===== src/hw/rtl/logic_analyzer_trigger_capture_defines.svh =====
// assertion macros for the logic analyzer trigger and capture block
`ifndef LOGIC_ANALYZER_TRIGGER_CAPTURE_DEFINES_SVH
`define LOGIC_ANALYZER_TRIGGER_CAPTURE_DEFINES_SVH
`ifndef ASSERT_OFF
// clocked check, suspended while reset is asserted
`define LATC_ASSERT(lbl, prop, msg) \
    lbl: assert property (@(posedge aclk) disable iff (!aresetn) prop) else $error(msg);
// clocked check that also holds across reset
`define LATC_ASSERT_RST(lbl, prop, msg) \
    lbl: assert property (@(posedge aclk) prop) else $error(msg);
`else
`define LATC_ASSERT(lbl, prop, msg)
`define LATC_ASSERT_RST(lbl, prop, msg)
`endif
`endif


===== src/hw/rtl/latc_pkg.sv =====
// shared types and codes of the logic analyzer trigger and capture block
package latc_pkg;

    // request function codes
    typedef enum logic [1:0] {
        FUNC_START  = 2'd0,
        FUNC_SAMPLE = 2'd1,
        FUNC_STOP   = 2'd2
    } func_t;

    // result kinds
    typedef enum logic [2:0] {
        KIND_STARTED  = 3'd0,
        KIND_FIRED    = 3'd1,
        KIND_RECORD   = 3'd2,
        KIND_PRE_REC  = 3'd3,
        KIND_FLUSH    = 3'd4,
        KIND_STOPPED  = 3'd5
    } kind_t;

    // stop reasons
    typedef enum logic [1:0] {
        STOP_POST_DONE = 2'd0,
        STOP_OVERFLOW  = 2'd1,
        STOP_HOST      = 2'd2
    } stop_t;

    // configuration register indexes
    localparam logic [2:0] CFG_TRIGGER_MODE  = 3'd0;
    localparam logic [2:0] CFG_PATTERN_MASK  = 3'd1;
    localparam logic [2:0] CFG_PATTERN_VALUE = 3'd2;
    localparam logic [2:0] CFG_EDGE_CHANNEL  = 3'd3;
    localparam logic [2:0] CFG_EDGE_TYPE     = 3'd4;
    localparam logic [2:0] CFG_POST_CYCLES   = 3'd5;
    localparam logic [2:0] CFG_PRETRIG_EN    = 3'd6;
    localparam int         CFG_IDX_W         = 3;
    localparam int         CFG_DATA_W        = 32;

    // result slots of one queue entry, emitted in this order
    localparam int NUM_SLOTS    = 5;
    localparam int SLOT_STARTED = 0;
    localparam int SLOT_FLUSH   = 1;
    localparam int SLOT_FIRED   = 2;
    localparam int SLOT_RECORD  = 3;
    localparam int SLOT_STOP    = 4;

    // queue between front and back
    localparam int Q_DEPTH = 4;
    localparam int Q_AW    = 2;

    // one classified request, expanded later into its results
    typedef struct packed {
        logic [NUM_SLOTS-1:0] slots;
        kind_t                rec_kind;
        logic [31:0]          delta;
        logic [63:0]          ev_time;
        logic [63:0]          rec_base;
        stop_t                stop_reason;
        logic [31:0]          cnt_pre;
        logic [31:0]          cnt_post;
    } latc_entry_t;

endpackage


===== src/hw/rtl/logic_analyzer_trigger_capture.sv =====
// logic analyzer trigger and capture controller, top level. The block takes
// one request (start, sample or host stop) per clock while s_ready is high;
// the front end updates the run state in that same cycle and queues the
// request's results in a four-entry queue, and s_ready drops only while the
// queue is full. A request yields zero to three results, and the back end
// sends one result per clock from its output register while m_ready is
// high, so a request holds the result port until its results are all sent;
// a steady stream with at most one result per request runs at one request
// per clock while m_ready is high. Configuration writes take effect on the
// next clock and are meant for idle periods. No clearing pass follows reset.
`include "logic_analyzer_trigger_capture_defines.svh"
module logic_analyzer_trigger_capture
    import latc_pkg::*;
#(
    parameter int CHANNELS = 16
) (
    input  logic                  aclk,
    input  logic                  aresetn,
    input  logic                  cfg_wr_en,
    input  logic [CFG_IDX_W-1:0]  cfg_index,
    input  logic [CFG_DATA_W-1:0] cfg_wr_data,
    input  logic                  s_valid,
    output logic                  s_ready,
    input  logic [1:0]            s_func,
    input  logic [CHANNELS-1:0]   s_sample,
    input  logic [63:0]           s_timestamp,
    input  logic                  s_buffer_full,
    output logic                  m_valid,
    input  logic                  m_ready,
    output logic [2:0]            m_kind,
    output logic [CHANNELS-1:0]   m_sample_out,
    output logic [31:0]           m_delta,
    output logic [63:0]           m_base_time,
    output logic [1:0]            m_stop_reason,
    output logic [31:0]           m_record_count,
    output logic                  m_last
);

    logic                q_push;
    latc_entry_t         q_push_entry;
    logic [CHANNELS-1:0] q_push_sample;
    logic                q_pop;
    latc_entry_t         q_head_entry;
    logic [CHANNELS-1:0] q_head_sample;
    logic                q_empty;
    logic                q_full;
    logic                in_accept;

    assign s_ready   = !q_full;
    assign in_accept = s_valid && s_ready;

    // request classification and run state
    latc_front #(
        .CHANNELS (CHANNELS)
    ) u_front (
        .aclk           (aclk),
        .aresetn        (aresetn),
        .cfg_wr_en      (cfg_wr_en),
        .cfg_index      (cfg_index),
        .cfg_wr_data    (cfg_wr_data),
        .in_accept      (in_accept),
        .in_func        (s_func),
        .in_sample      (s_sample),
        .in_timestamp   (s_timestamp),
        .in_buffer_full (s_buffer_full),
        .push           (q_push),
        .push_entry     (q_push_entry),
        .push_sample    (q_push_sample)
    );

    // queue between front and back
    latc_queue #(
        .CHANNELS (CHANNELS)
    ) u_queue (
        .aclk        (aclk),
        .aresetn     (aresetn),
        .push        (q_push),
        .push_entry  (q_push_entry),
        .push_sample (q_push_sample),
        .pop         (q_pop),
        .head_entry  (q_head_entry),
        .head_sample (q_head_sample),
        .empty       (q_empty),
        .full        (q_full)
    );

    // result expansion and output register
    latc_back #(
        .CHANNELS (CHANNELS)
    ) u_back (
        .aclk           (aclk),
        .aresetn        (aresetn),
        .head_entry     (q_head_entry),
        .head_sample    (q_head_sample),
        .empty          (q_empty),
        .pop            (q_pop),
        .m_valid        (m_valid),
        .m_ready        (m_ready),
        .m_kind         (m_kind),
        .m_sample_out   (m_sample_out),
        .m_delta        (m_delta),
        .m_base_time    (m_base_time),
        .m_stop_reason  (m_stop_reason),
        .m_record_count (m_record_count),
        .m_last         (m_last)
    );

    // checks
    `LATC_ASSERT(a_no_push_when_full, !(q_push && q_full), "push into a full queue")
    `LATC_ASSERT(a_no_pop_when_empty, !(q_pop && q_empty), "pop from an empty queue")
    `LATC_ASSERT(a_push_has_results, q_push |-> (q_push_entry.slots != '0), "empty entry queued")
    `LATC_ASSERT_RST(a_reset_clears_out, !aresetn |=> !m_valid, "result valid after reset")

endmodule


===== src/hw/rtl/latc_front.sv =====
// front end: configuration, run state, trigger test and request classification
module latc_front
    import latc_pkg::*;
#(
    parameter int CHANNELS = 16
) (
    input  logic                  aclk,
    input  logic                  aresetn,
    input  logic                  cfg_wr_en,
    input  logic [CFG_IDX_W-1:0]  cfg_index,
    input  logic [CFG_DATA_W-1:0] cfg_wr_data,
    input  logic                  in_accept,
    input  logic [1:0]            in_func,
    input  logic [CHANNELS-1:0]   in_sample,
    input  logic [63:0]           in_timestamp,
    input  logic                  in_buffer_full,
    output logic                  push,
    output latc_entry_t           push_entry,
    output logic [CHANNELS-1:0]   push_sample
);

    localparam int ECW = (CHANNELS > 1) ? $clog2(CHANNELS) : 1;

    localparam logic [1:0] EDGE_RISE = 2'd1;
    localparam logic [1:0] EDGE_FALL = 2'd2;
    localparam logic [1:0] EDGE_BOTH = 2'd3;

    typedef enum logic [2:0] {
        RUN_IDLE    = 3'b001,
        RUN_ARMED   = 3'b010,
        RUN_CAPTURE = 3'b100
    } run_state_t;

    // configuration registers
    logic                trig_mode_reg;
    logic [CHANNELS-1:0] pat_mask_reg;
    logic [CHANNELS-1:0] pat_value_reg;
    logic [7:0]          edge_ch_reg;
    logic [1:0]          edge_type_reg;
    logic [31:0]         post_cycles_reg;
    logic                pretrig_en_reg;

    // run state
    run_state_t          state_reg, state_next;
    logic [CHANNELS-1:0] prev_sample_reg, prev_sample_next;
    logic [63:0]         prev_time_reg, prev_time_next;
    logic [63:0]         fire_time_reg, fire_time_next;
    logic                fire_valid_reg, fire_valid_next;
    logic                pretrig_reg, pretrig_next;
    logic [31:0]         count_reg, count_next;

    logic [32:0]         delta_diff;
    logic [31:0]         delta;
    logic [31:0]         now_hi_m1;
    logic [63:0]         base_first;
    logic [63:0]         elapsed;
    logic                post_done;
    logic                changed;
    logic                edge_ok;
    logic [ECW-1:0]      edge_idx;
    logic                rise;
    logic                fall;
    logic                hit;
    latc_entry_t         ent;

    // configuration writes
    always_ff @(posedge aclk) begin
        if (!aresetn) begin
            trig_mode_reg   <= 1'b0;
            pat_mask_reg    <= '0;
            pat_value_reg   <= '0;
            edge_ch_reg     <= 8'hFF;
            edge_type_reg   <= 2'd0;
            post_cycles_reg <= '0;
            pretrig_en_reg  <= 1'b0;
        end else if (cfg_wr_en) begin
            case (cfg_index)
                CFG_TRIGGER_MODE:  trig_mode_reg   <= cfg_wr_data[0];
                CFG_PATTERN_MASK:  pat_mask_reg    <= cfg_wr_data[CHANNELS-1:0];
                CFG_PATTERN_VALUE: pat_value_reg   <= cfg_wr_data[CHANNELS-1:0];
                CFG_EDGE_CHANNEL:  edge_ch_reg     <= cfg_wr_data[7:0];
                CFG_EDGE_TYPE:     edge_type_reg   <= cfg_wr_data[1:0];
                CFG_POST_CYCLES:   post_cycles_reg <= cfg_wr_data[31:0];
                CFG_PRETRIG_EN:    pretrig_en_reg  <= cfg_wr_data[0];
                default: ;
            endcase
        end
    end

    // delta since last change and time base of a first record
    assign delta_diff = {1'b0, in_timestamp[31:0]} - {1'b0, prev_time_reg[31:0]};
    assign delta      = delta_diff[31:0];
    assign now_hi_m1  = in_timestamp[63:32] - 32'd1;
    assign base_first = {(delta_diff[32] ? now_hi_m1 : in_timestamp[63:32]),
                         prev_time_reg[31:0]};

    // post-trigger limit
    assign elapsed   = in_timestamp - fire_time_reg;
    assign post_done = (post_cycles_reg != 32'd0) && fire_valid_reg
                       && (state_reg == RUN_CAPTURE)
                       && ((|elapsed[63:32]) || (elapsed[31:0] >= post_cycles_reg));

    // trigger test
    assign changed  = (in_sample != prev_sample_reg);
    assign edge_ok  = (32'(edge_ch_reg) < CHANNELS);
    assign edge_idx = edge_ch_reg[ECW-1:0];
    assign rise     = edge_ok && !prev_sample_reg[edge_idx] && in_sample[edge_idx];
    assign fall     = edge_ok && prev_sample_reg[edge_idx] && !in_sample[edge_idx];
    assign hit      = !trig_mode_reg
                      || ((in_sample & pat_mask_reg) == (pat_value_reg & pat_mask_reg))
                      || ((edge_type_reg == EDGE_RISE) && rise)
                      || ((edge_type_reg == EDGE_FALL) && fall)
                      || ((edge_type_reg == EDGE_BOTH) && (rise || fall));

    // classify the request and compute the next run state
    always_comb begin
        state_next       = state_reg;
        prev_sample_next = prev_sample_reg;
        prev_time_next   = prev_time_reg;
        fire_time_next   = fire_time_reg;
        fire_valid_next  = fire_valid_reg;
        pretrig_next     = pretrig_reg;
        count_next       = count_reg;
        ent              = '0;
        ent.rec_kind     = KIND_RECORD;
        ent.stop_reason  = STOP_POST_DONE;
        ent.delta        = delta;
        ent.ev_time      = in_timestamp;
        ent.cnt_pre      = count_reg;
        if (in_accept) begin
            case (in_func)
                FUNC_START: begin
                    if (state_reg == RUN_IDLE) begin
                        count_next       = '0;
                        prev_sample_next = in_sample;
                        prev_time_next   = in_timestamp;
                        if (!trig_mode_reg) begin
                            fire_time_next  = in_timestamp;
                            fire_valid_next = 1'b1;
                            state_next      = RUN_CAPTURE;
                        end else begin
                            fire_time_next  = '0;
                            fire_valid_next = 1'b0;
                            state_next      = RUN_ARMED;
                            pretrig_next    = pretrig_en_reg;
                        end
                        ent.slots[SLOT_STARTED] = 1'b1;
                    end
                end
                FUNC_STOP: begin
                    if (state_reg != RUN_IDLE) begin
                        state_next            = RUN_IDLE;
                        ent.slots[SLOT_STOP]  = 1'b1;
                        ent.stop_reason       = STOP_HOST;
                    end
                end
                FUNC_SAMPLE: begin
                    if ((state_reg != RUN_IDLE) && changed) begin
                        if ((state_reg == RUN_ARMED) && !hit) begin
                            // pre-trigger transition
                            if (pretrig_reg) begin
                                ent.slots[SLOT_RECORD] = 1'b1;
                                ent.rec_kind           = KIND_PRE_REC;
                            end
                            prev_sample_next = in_sample;
                            prev_time_next   = in_timestamp;
                        end else begin
                            // trigger fires on this transition if armed; else a capture transition
                            if (state_reg == RUN_ARMED) begin
                                fire_time_next  = in_timestamp;
                                fire_valid_next = 1'b1;
                                if (pretrig_reg) begin
                                    ent.slots[SLOT_FLUSH] = 1'b1;
                                    pretrig_next          = 1'b0;
                                end
                                state_next             = RUN_CAPTURE;
                                ent.slots[SLOT_FIRED]  = 1'b1;
                            end
                            if (post_done) begin
                                if (!in_buffer_full) begin
                                    ent.rec_base = (count_reg == 32'd0) ? prev_time_reg : '0;
                                    count_next   = count_reg + 32'd1;
                                    ent.slots[SLOT_RECORD] = 1'b1;
                                end
                                prev_sample_next     = in_sample;
                                prev_time_next       = in_timestamp;
                                state_next           = RUN_IDLE;
                                ent.slots[SLOT_STOP] = 1'b1;
                                ent.stop_reason      = STOP_POST_DONE;
                            end else if (in_buffer_full) begin
                                state_next           = RUN_IDLE;
                                ent.slots[SLOT_STOP] = 1'b1;
                                ent.stop_reason      = STOP_OVERFLOW;
                            end else begin
                                ent.rec_base = (count_reg == 32'd0) ? base_first : '0;
                                count_next   = count_reg + 32'd1;
                                ent.slots[SLOT_RECORD] = 1'b1;
                                prev_sample_next = in_sample;
                                prev_time_next   = in_timestamp;
                            end
                        end
                    end
                end
                default: ;
            endcase
        end
        ent.cnt_post = count_next;
    end

    // run state registers
    always_ff @(posedge aclk) begin
        if (!aresetn) begin
            state_reg       <= RUN_IDLE;
            prev_sample_reg <= '0;
            prev_time_reg   <= '0;
            fire_time_reg   <= '0;
            fire_valid_reg  <= 1'b0;
            pretrig_reg     <= 1'b0;
            count_reg       <= '0;
        end else begin
            state_reg       <= state_next;
            prev_sample_reg <= prev_sample_next;
            prev_time_reg   <= prev_time_next;
            fire_time_reg   <= fire_time_next;
            fire_valid_reg  <= fire_valid_next;
            pretrig_reg     <= pretrig_next;
            count_reg       <= count_next;
        end
    end

    assign push        = in_accept && (ent.slots != '0);
    assign push_entry  = ent;
    assign push_sample = in_sample;

endmodule


===== src/hw/rtl/latc_queue.sv =====
// short queue of classified requests between front and back
module latc_queue
    import latc_pkg::*;
#(
    parameter int CHANNELS = 16
) (
    input  logic                aclk,
    input  logic                aresetn,
    input  logic                push,
    input  latc_entry_t         push_entry,
    input  logic [CHANNELS-1:0] push_sample,
    input  logic                pop,
    output latc_entry_t         head_entry,
    output logic [CHANNELS-1:0] head_sample,
    output logic                empty,
    output logic                full
);

    latc_entry_t         entry_mem [Q_DEPTH];
    logic [CHANNELS-1:0] sample_mem [Q_DEPTH];
    logic [Q_AW-1:0]     wr_ptr_reg, wr_ptr_next;
    logic [Q_AW-1:0]     rd_ptr_reg, rd_ptr_next;
    logic [Q_AW:0]       count_reg, count_next;

    assign empty = (count_reg == '0);
    assign full  = (count_reg == (Q_AW+1)'(Q_DEPTH));

    // pointer and fill count update
    always_comb begin
        wr_ptr_next = wr_ptr_reg;
        rd_ptr_next = rd_ptr_reg;
        count_next  = count_reg;
        if (push) begin
            wr_ptr_next = wr_ptr_reg + 1'b1;
        end
        if (pop) begin
            rd_ptr_next = rd_ptr_reg + 1'b1;
        end
        if (push && !pop) begin
            count_next = count_reg + 1'b1;
        end else if (pop && !push) begin
            count_next = count_reg - 1'b1;
        end
    end

    always_ff @(posedge aclk) begin
        if (!aresetn) begin
            wr_ptr_reg <= '0;
            rd_ptr_reg <= '0;
            count_reg  <= '0;
        end else begin
            wr_ptr_reg <= wr_ptr_next;
            rd_ptr_reg <= rd_ptr_next;
            count_reg  <= count_next;
        end
    end

    // entry storage
    always_ff @(posedge aclk) begin
        if (push) begin
            entry_mem[wr_ptr_reg]  <= push_entry;
            sample_mem[wr_ptr_reg] <= push_sample;
        end
    end

    assign head_entry  = entry_mem[rd_ptr_reg];
    assign head_sample = sample_mem[rd_ptr_reg];

endmodule


===== src/hw/rtl/latc_back.sv =====
// back end: expands queued requests into results through an output register
module latc_back
    import latc_pkg::*;
#(
    parameter int CHANNELS = 16
) (
    input  logic                aclk,
    input  logic                aresetn,
    input  latc_entry_t         head_entry,
    input  logic [CHANNELS-1:0] head_sample,
    input  logic                empty,
    output logic                pop,
    output logic                m_valid,
    input  logic                m_ready,
    output logic [2:0]          m_kind,
    output logic [CHANNELS-1:0] m_sample_out,
    output logic [31:0]         m_delta,
    output logic [63:0]         m_base_time,
    output logic [1:0]          m_stop_reason,
    output logic [31:0]         m_record_count,
    output logic                m_last
);

    logic [NUM_SLOTS-1:0] done_reg, done_next;
    logic [NUM_SLOTS-1:0] remain;
    logic [NUM_SLOTS-1:0] sel;
    logic                 sel_last;
    logic                 load;

    logic                 valid_reg, valid_next;
    kind_t                kind_reg, kind_next;
    logic [CHANNELS-1:0]  sample_reg, sample_next;
    logic [31:0]          delta_reg, delta_next;
    logic [63:0]          base_reg, base_next;
    stop_t                reason_reg, reason_next;
    logic [31:0]          count_reg, count_next;
    logic                 last_reg, last_next;

    // pick the next pending slot of the head entry
    assign remain   = head_entry.slots & ~done_reg;
    assign sel      = remain & (~remain + 1'b1);
    assign sel_last = ((remain & ~sel) == '0);
    assign load     = !empty && (!valid_reg || m_ready);
    assign pop      = load && sel_last;

    always_comb begin
        done_next = done_reg;
        if (load) begin
            done_next = sel_last ? '0 : (done_reg | sel);
        end
    end

    // result fields for the selected slot
    always_comb begin
        valid_next  = valid_reg && !m_ready;
        kind_next   = kind_reg;
        sample_next = sample_reg;
        delta_next  = delta_reg;
        base_next   = base_reg;
        reason_next = reason_reg;
        count_next  = count_reg;
        last_next   = last_reg;
        if (load) begin
            valid_next  = 1'b1;
            last_next   = sel_last;
            sample_next = '0;
            delta_next  = '0;
            base_next   = '0;
            reason_next = STOP_POST_DONE;
            count_next  = head_entry.cnt_post;
            if (sel[SLOT_STARTED]) begin
                kind_next = KIND_STARTED;
                base_next = head_entry.ev_time;
            end else if (sel[SLOT_FLUSH]) begin
                kind_next  = KIND_FLUSH;
                count_next = head_entry.cnt_pre;
            end else if (sel[SLOT_FIRED]) begin
                kind_next  = KIND_FIRED;
                base_next  = head_entry.ev_time;
                count_next = head_entry.cnt_pre;
            end else if (sel[SLOT_RECORD]) begin
                kind_next   = head_entry.rec_kind;
                sample_next = head_sample;
                delta_next  = head_entry.delta;
                base_next   = head_entry.rec_base;
            end else begin
                kind_next   = KIND_STOPPED;
                reason_next = head_entry.stop_reason;
            end
        end
    end

    always_ff @(posedge aclk) begin
        if (!aresetn) begin
            done_reg  <= '0;
            valid_reg <= 1'b0;
        end else begin
            done_reg  <= done_next;
            valid_reg <= valid_next;
        end
    end

    // output payload register
    always_ff @(posedge aclk) begin
        kind_reg   <= kind_next;
        sample_reg <= sample_next;
        delta_reg  <= delta_next;
        base_reg   <= base_next;
        reason_reg <= reason_next;
        count_reg  <= count_next;
        last_reg   <= last_next;
    end

    assign m_valid        = valid_reg;
    assign m_kind         = kind_reg;
    assign m_sample_out   = sample_reg;
    assign m_delta        = delta_reg;
    assign m_base_time    = base_reg;
    assign m_stop_reason  = reason_reg;
    assign m_record_count = count_reg;
    assign m_last         = last_reg;

endmodule

===== config.mk =====
export PLATFORM = sky130hd
export DESIGN_NAME = logic_analyzer_trigger_capture
export DESIGN_NICKNAME = d
export VERILOG_FILES = /design/src/hw/rtl/latc_pkg.sv /design/src/hw/rtl/logic_analyzer_trigger_capture.sv /design/src/hw/rtl/latc_front.sv /design/src/hw/rtl/latc_queue.sv /design/src/hw/rtl/latc_back.sv
export VERILOG_INCLUDE_DIRS = /design/src /design/src/hw/rtl
export SDC_FILE = /design/constraint.sdc
export NUM_CORES = 2
export LEC_CHECK = 0
export ABC_CLOCK_PERIOD_IN_PS = 25800
export BUFFER_PORTS_ARGS = -buffer_cell sky130_fd_sc_hd__buf_2
export CORE_ASPECT_RATIO = 1.4
export CORE_MARGIN = 5
export CORE_UTILIZATION = 45
export DETAILED_ROUTE_END_ITERATION = 8
export PLACE_DENSITY = 0.71
export SLEW_MARGIN = 20
export SYNTH_ARGS = -nofsm -noshare
export SYNTH_HDL_FRONTEND = slang
export SYNTH_SLANG_ARGS = --single-unit

===== constraint.sdc =====
create_clock -name aclk -period 25.8 [get_ports aclk]
set_clock_uncertainty 0.1 [all_clocks]
set_input_delay 1.29 -clock aclk [delete_from_list [all_inputs] [get_ports aclk]]
set_output_delay 1.29 -clock aclk [all_outputs]
set_load 0.01 [all_outputs]

Yosys cells after proc, flatten, opt, wreduce, memory -nomap -nowiden
Memories as Yosys holds them, arrays and structs flattened. A register that Yosys moved wholly into a read port is not among the register bits.
Cells that the tools add are included.
W data, S select, Z words.
- add/subtract/negate cells: 9
- multipliers: 0
- divide/modulo/power cells: 0
- $lt $le $gt $ge: 3
- eq/ne operators: 26
- shift-type cells: 0
- muxes and demuxes: 99
- bitwise logic cells: 10
- reduce and logical (&&, ||, !) cells: 61
- operators by type and width (kind ; number):
    $mux W64 ; 19
    $mux W32 ; 9
    $mux W66 ; 4
    $pmux W64 S2 ; 2
    $mux W16 ; 5
    $pmux W32 S2 ; 1
    $sub A64 B64 Y64 ; 1
    $mux W3 ; 17
    $sub A32 B32 Y33 ; 1
    $add A32 B1 Y32 const B ; 1
    $and A16 B16 Y16 ; 2
    $ge A32 B32 Y1 ; 1
    $logic_not A32 Y1 ; 1
    $pmux W16 S2 ; 1
    $reduce_bool A32 Y1 ; 1
    $reduce_or A32 Y1 ; 1
    $sub A32 B1 Y32 const B ; 1
    $mux W1 ; 25
    $logic_and A1 B1 Y1 ; 19
    $eq A16 B16 Y1 ; 1
    $ne A16 B16 Y1 ; 1
    $and A5 B5 Y5 ; 3
    $eq A3 B3 Y1 const B ; 5
    $not A5 Y5 ; 3
    other kinds (38) ; 83
- register bits: 404
- latch bits: 0
- memory bits (writable): 1000
- memory bits (read-only): 0
- output and inout bits: 152
- logic and storage cells: 237
- memories kept: 2
- memory list (memory ; depth ; width ; rd ports ; clocked after Yosys merged registers in ; write ports ; line ; text):
    u_queue.entry_mem ; 4 ; 234 ; 1 ; 1 ; 1 ; latc_queue.sv:19 ; latc_entry_t entry_mem [Q_DEPTH];
    u_queue.sample_mem ; 4 ; 16 ; 1 ; 1 ; 1 ; latc_queue.sv:20 ; logic [CHANNELS-1:0] sample_mem [Q_DEPTH];

Longest topological paths before layout
- depth after elaboration: 21
- mapped depth: 28

Cells and area by module
From an unflattened synthesis, not the netlist that was laid out.
- cells, all modules: 4448
- area, all modules: 62887.8 µm²
- modules (own cells, without submodules) (module ; times used ; cells each ; area each (µm²)):
    latc_queue ; 1 ; 1349 ; 36520.0
    latc_front ; 1 ; 2735 ; 20141.8
    latc_back ; 1 ; 362 ; 6216.0
    logic_analyzer_trigger_capture ; 1 ; 2 ; 10.0

Least setup slack after synthesis
OpenSTA, ideal clock, no wires.
- kind: input port to flip-flop
- start: input port s_sample[15]
- end: memory u_queue.entry_mem[0][0] (netlist name) (enable)
- data arrival time: 14.264 ns
- data required time: 24.808 ns
- setup slack: 10.544 ns
- stages on the path: 11
- path buffers: 0
- cells stage by stage: mux4_2 -> mux4_2 -> nand3b_1 -> a21oi_1 -> o31ai_1 -> nor2_1 -> nand2_1 -> nand2b_1 -> nor3_1 -> nor3b_2 -> nor2b_1
- RTL lines (element ; line ; text):
    from (decl) ; logic_analyzer_trigger_capture.sv:25 ; input logic [CHANNELS-1:0] s_sample,
    to (decl) ; latc_queue.sv:19 ;

Final worst setup path
- start: input port s_timestamp[0]
- end: register u_front.prev_time_reg[47]
- longest elaborated chain between the ends: 8
- elaborated cells on any way between the ends: 11
- ends and longest elaborated chain (element ; line ; text):
    from (decl) ; logic_analyzer_trigger_capture.sv:26 ; input logic [63:0] s_timestamp,
    $sub A64 B64 Y64 * ; latc_front.sv:98 ; assign elapsed = in_timestamp - fire_time_reg;
    $ge A32 B32 Y1 / $reduce_or A32 Y1 (equally long branches) ; latc_front.sv:101 ; && ((|elapsed[63:32]) || (elapsed[31:0] >= post_cycles_reg));
    $logic_or A1 B1 Y1 * ; latc_front.sv:101 ;
    $logic_and A1 B1 Y1 * ; latc_front.sv:101 ;
    $mux W64 ; latc_front.sv:179 ; if (post_done) begin
    $mux W64 ; latc_front.sv:159 ; if ((state_reg == RUN_ARMED) && !hit) begin
    $mux W64 ; latc_front.sv:158 ; if ((state_reg != RUN_IDLE) && changed) begin
    $pmux W64 S2 ; latc_front.sv:131 ; case (in_func)
    to (signal assigned) ; latc_front.sv:223 ; prev_time_reg <= prev_time_next;
    to (decl) ; latc_front.sv:46 ; logic [63:0] prev_time_reg, prev_time_next;
Every way passes the cells marked *; elsewhere a longest branch is shown, timed or not. The select of a mux whose other input is x is not followed.
A chain may end at the register's enable or synchronous reset.

==> impl_metrics.yaml <==
floorplan:
  ios: 275
  std_cell_rows: 161
  die_y_um: 449
  dieWidth_um: 323
  start_util_pct: 45.1
  die_area_mm2: 0.145
  core_mm2: 0.137
cts:
  holdBufCountCts: 0
  clkTransAtPathRegs_ns: 0.06
  cts-root-buf: "clkbuf_16"
  cts_num_sinks: 1414
  cts_tree: "yes"
  cts_setup_buffers: 0
  clk_path_buf_depth: 3
  cts_buffers: 135
  htreeDepth: 4
  clock_latency_ns: 0.77
  cts-resized-gates: 0
placement:
  gp_congestion: 0.893
  dpl.hpwl_um: 95800
  dpl.cell_count: 6147
  dpl_worst_slack_ns: 16.71
  port_buffers: 274
yosys:
  synth_area_leaders: "edfxtp_1 (55%), mux4_2 (9.4%), dfxtp_1 (8.8%)"
  synth-seq-cells: 1414
  synth_ff_type: "edfxtp_1"
  netlist_instances: 4239
  ys_warn_count: 0
  synth_nets: 4504
  ys_types: 90
  yosys.area.top_type_share_pct: 55.4
  syn_avg_cell_area_um2: 14.6
  synthArstFlopShare_pct: 0
  yosys.area.top_type: "edfxtp_1"
  synth_area_mm2: 0.0619
  synth-edff-count: 1142
  ys_seq_area_share_pct: 64.2
finish:
  largest_register_ffs: 928
  layout_common_cells: "edfxtp_1 (1142), nand2_1 (301), buf_2 (273)"
  drive_above_1_share_pct: 18.7
  fillers: 11300
  regMostFlops: "u_queue.entry_mem"
  final_net_count: 4757
  fin_cells: 6410
  final_common_cell: "edfxtp_1"
  area_delta_synth_final_pct: 12.5
critical_path:
  slowest_stage: "buf_4"
  critPathMaxStageDelay_ns: 0.77
  critical_path_required_ns: 26.34
  crit_arrival_ns: 8.87
  r2r-start: "u_front.fire_time_reg[8]"
  path_depth: 28
  end_kind: "flop"
  r2r_end: "u_front.prev_time_reg[47]"
  path_buf_inv: 4
  cp_max_fo: 41
  crit_family: "simple AND/OR/NAND/NOR gates"
  r2r_cells: 24
  crit_type: "input port to flop"
  startpoint_type: "input port"
  r2r_setup_slack_ns: 17.93
routing:
  wl_um: 149000
  drc: 0
  wl_per_cell_um: 23.3
  drt_iter0_markers: 3087
  drtPass1Iterations: 6
  vias: 36600
  ant_nets: 0
  post_drt_via_cell_ratio: 5.71
grt:
  antenna_found_initial: 29
  track_usage_pct: 20.2
  grt_max_degree: 138
  grt_pass1_vias: 37300
  grt_pass1_wl_um: 226000
  overflow: 0
min_path:
  hold_start: "u_back.done_reg[4]"
  min_delay_path_depth: 2
  min_to: "u_back.done_reg[4]"
  hold_path.class: "flop to flop"
timing:
  slew_viol_final: 0
  min_period_ns: 8.33
  final_hold_viol_count: 0
  period_share_pct: 32.3
  rsz0062_at_grt: "no"
  tightest_slew_ns: 1.12
  setup_tns_ns: 0
  max_slew_margin_pct: 25.7
  finalSetupViolations: 0
  setup_ws_ns: 17.47
  max_freq_ghz: 0.120
run:
  max-cap-violations: 0
status:
  status: "finished, final reports clean"
power_and_ir_drop:
  ir_worst_vdd_v: 0.0000850
  p_total_mw: 6.35
  p_leak_nw: 23.3
  cellPowerDensity_mw_per_mm2: 91.3
[logic make-up after synthesis]
family,count (synthesis),synth area share [%]
flops,1414,64.2
mux,383,11.5
simple gates,1045,8.61
compound gates,744,8.29
fa+ha+maj,142,2.91
buf+inv,379,2.60
xor+xnor,132,1.87
[how the worst max path moves through the flow]
stage	endpoint	slack, ns	start
6_report	u_front.prev_time_reg[47]	17.47	s_timestamp[0]
5_1_grt	u_front.prev_time_reg[47]	17.00	s_timestamp[0]
3_5_place_dp	u_front.prev_time_reg[39]	16.71	s_timestamp[0]
4_1_cts	u_front.prev_time_reg[39]	17.52	s_timestamp[0]
3_3_place_gp	u_front.prev_time_reg[61]	16.92	s_timestamp[0]
2_1_floorplan	u_queue.entry_mem[0][0]	10.54	s_sample[15]
[cell usage after synthesis (all sizes together), types with 17 or more instances]
master,count
a21oi,157
a21boi,74
mux2,33
inv,175
dfxtp,272
o21ai,119
a22oi,75
nor4,27
a211oi,50
ha,139
mux2i,92
xnor2,87
or3,22
nand4,50
nor2b,172
and2,104
edfxtp,1142
nor2,174
buf,47
mux4,258
o21a,24
o21bai,21
nand2,304
nand3,49
a22o,69
xor2,45
nor3,53
o211ai,17
and3,19
a21o,43
clkbuf,157
nand2b,30
[cell type report]
type / instances / area, um2 / share of cell area [%]
sequential: 1414 / 39700 / 57.1
multi-input combinational: 2446 / 20600 / 29.6
clock buffer: 176 / 3670 / 5.27
timing repair buffer: 320 / 1810 / 2.59
inverter: 175 / 657 / 0.944
antenna: 11 / 27.5 / 0.0396
tap: 1793 / 2240 / 3.22
clock inverter: 75 / 848 / 1.22
[worst register-to-register path, stage by stage (launching register included)]
cell and delay, ns:
dfxtp_1 0.35, inv_1 0.06, ha_1 0.37, nand2_1 0.12, a2111oi_1 0.88, o21a_1 0.19, o31a_1 0.27, a21oi_1 0.12
xnor2_1 0.20, ha_1 0.27, nand2_1 0.10, nor2_1 0.05, a211oi_1 0.28, o22a_1 0.18, o221ai_1 0.10, or4_1 0.52
nor4_1 0.34, nand4_1 0.14, or4_1 0.48, or4_1 0.70, a21oi_4 0.17, buf_4 0.58, buf_4 0.78, mux2i_1 0.35
nor2b_1 0.07
[metal layers]
layer	global-route usage, %	part of all wire [%]
met1	25.3	39
met2	35.1	51
met3	4.18	6.0
met4	6.92	3.2
met5	0	0.12
[per-stage QoR]
stage / utilization (%) / area [um2] / hold WS (ns)
3_3_place_gp: 47.4 / 65000 / 0.339
2_1_floorplan: - / 61900 / 0.328
3_5_place_dp: 47.4 / 65000 / 0.347
5_1_grt: 50.7 / 69600 / 0.391
6_report: 50.7 / 69600 / 0.366
4_1_cts: 50.7 / 69500 / 0.362
[where the power goes]
group | switching, mW | internal, mW | total (mW)
sequential | 0.110 | 2.76 | 2.87
clock | 0.868 | 1.14 | 2.01
combinational | 0.815 | 0.656 | 1.47
total | 1.79 | 4.56 | 6.35
Note: power is estimated with default switching activity, not from simulation.
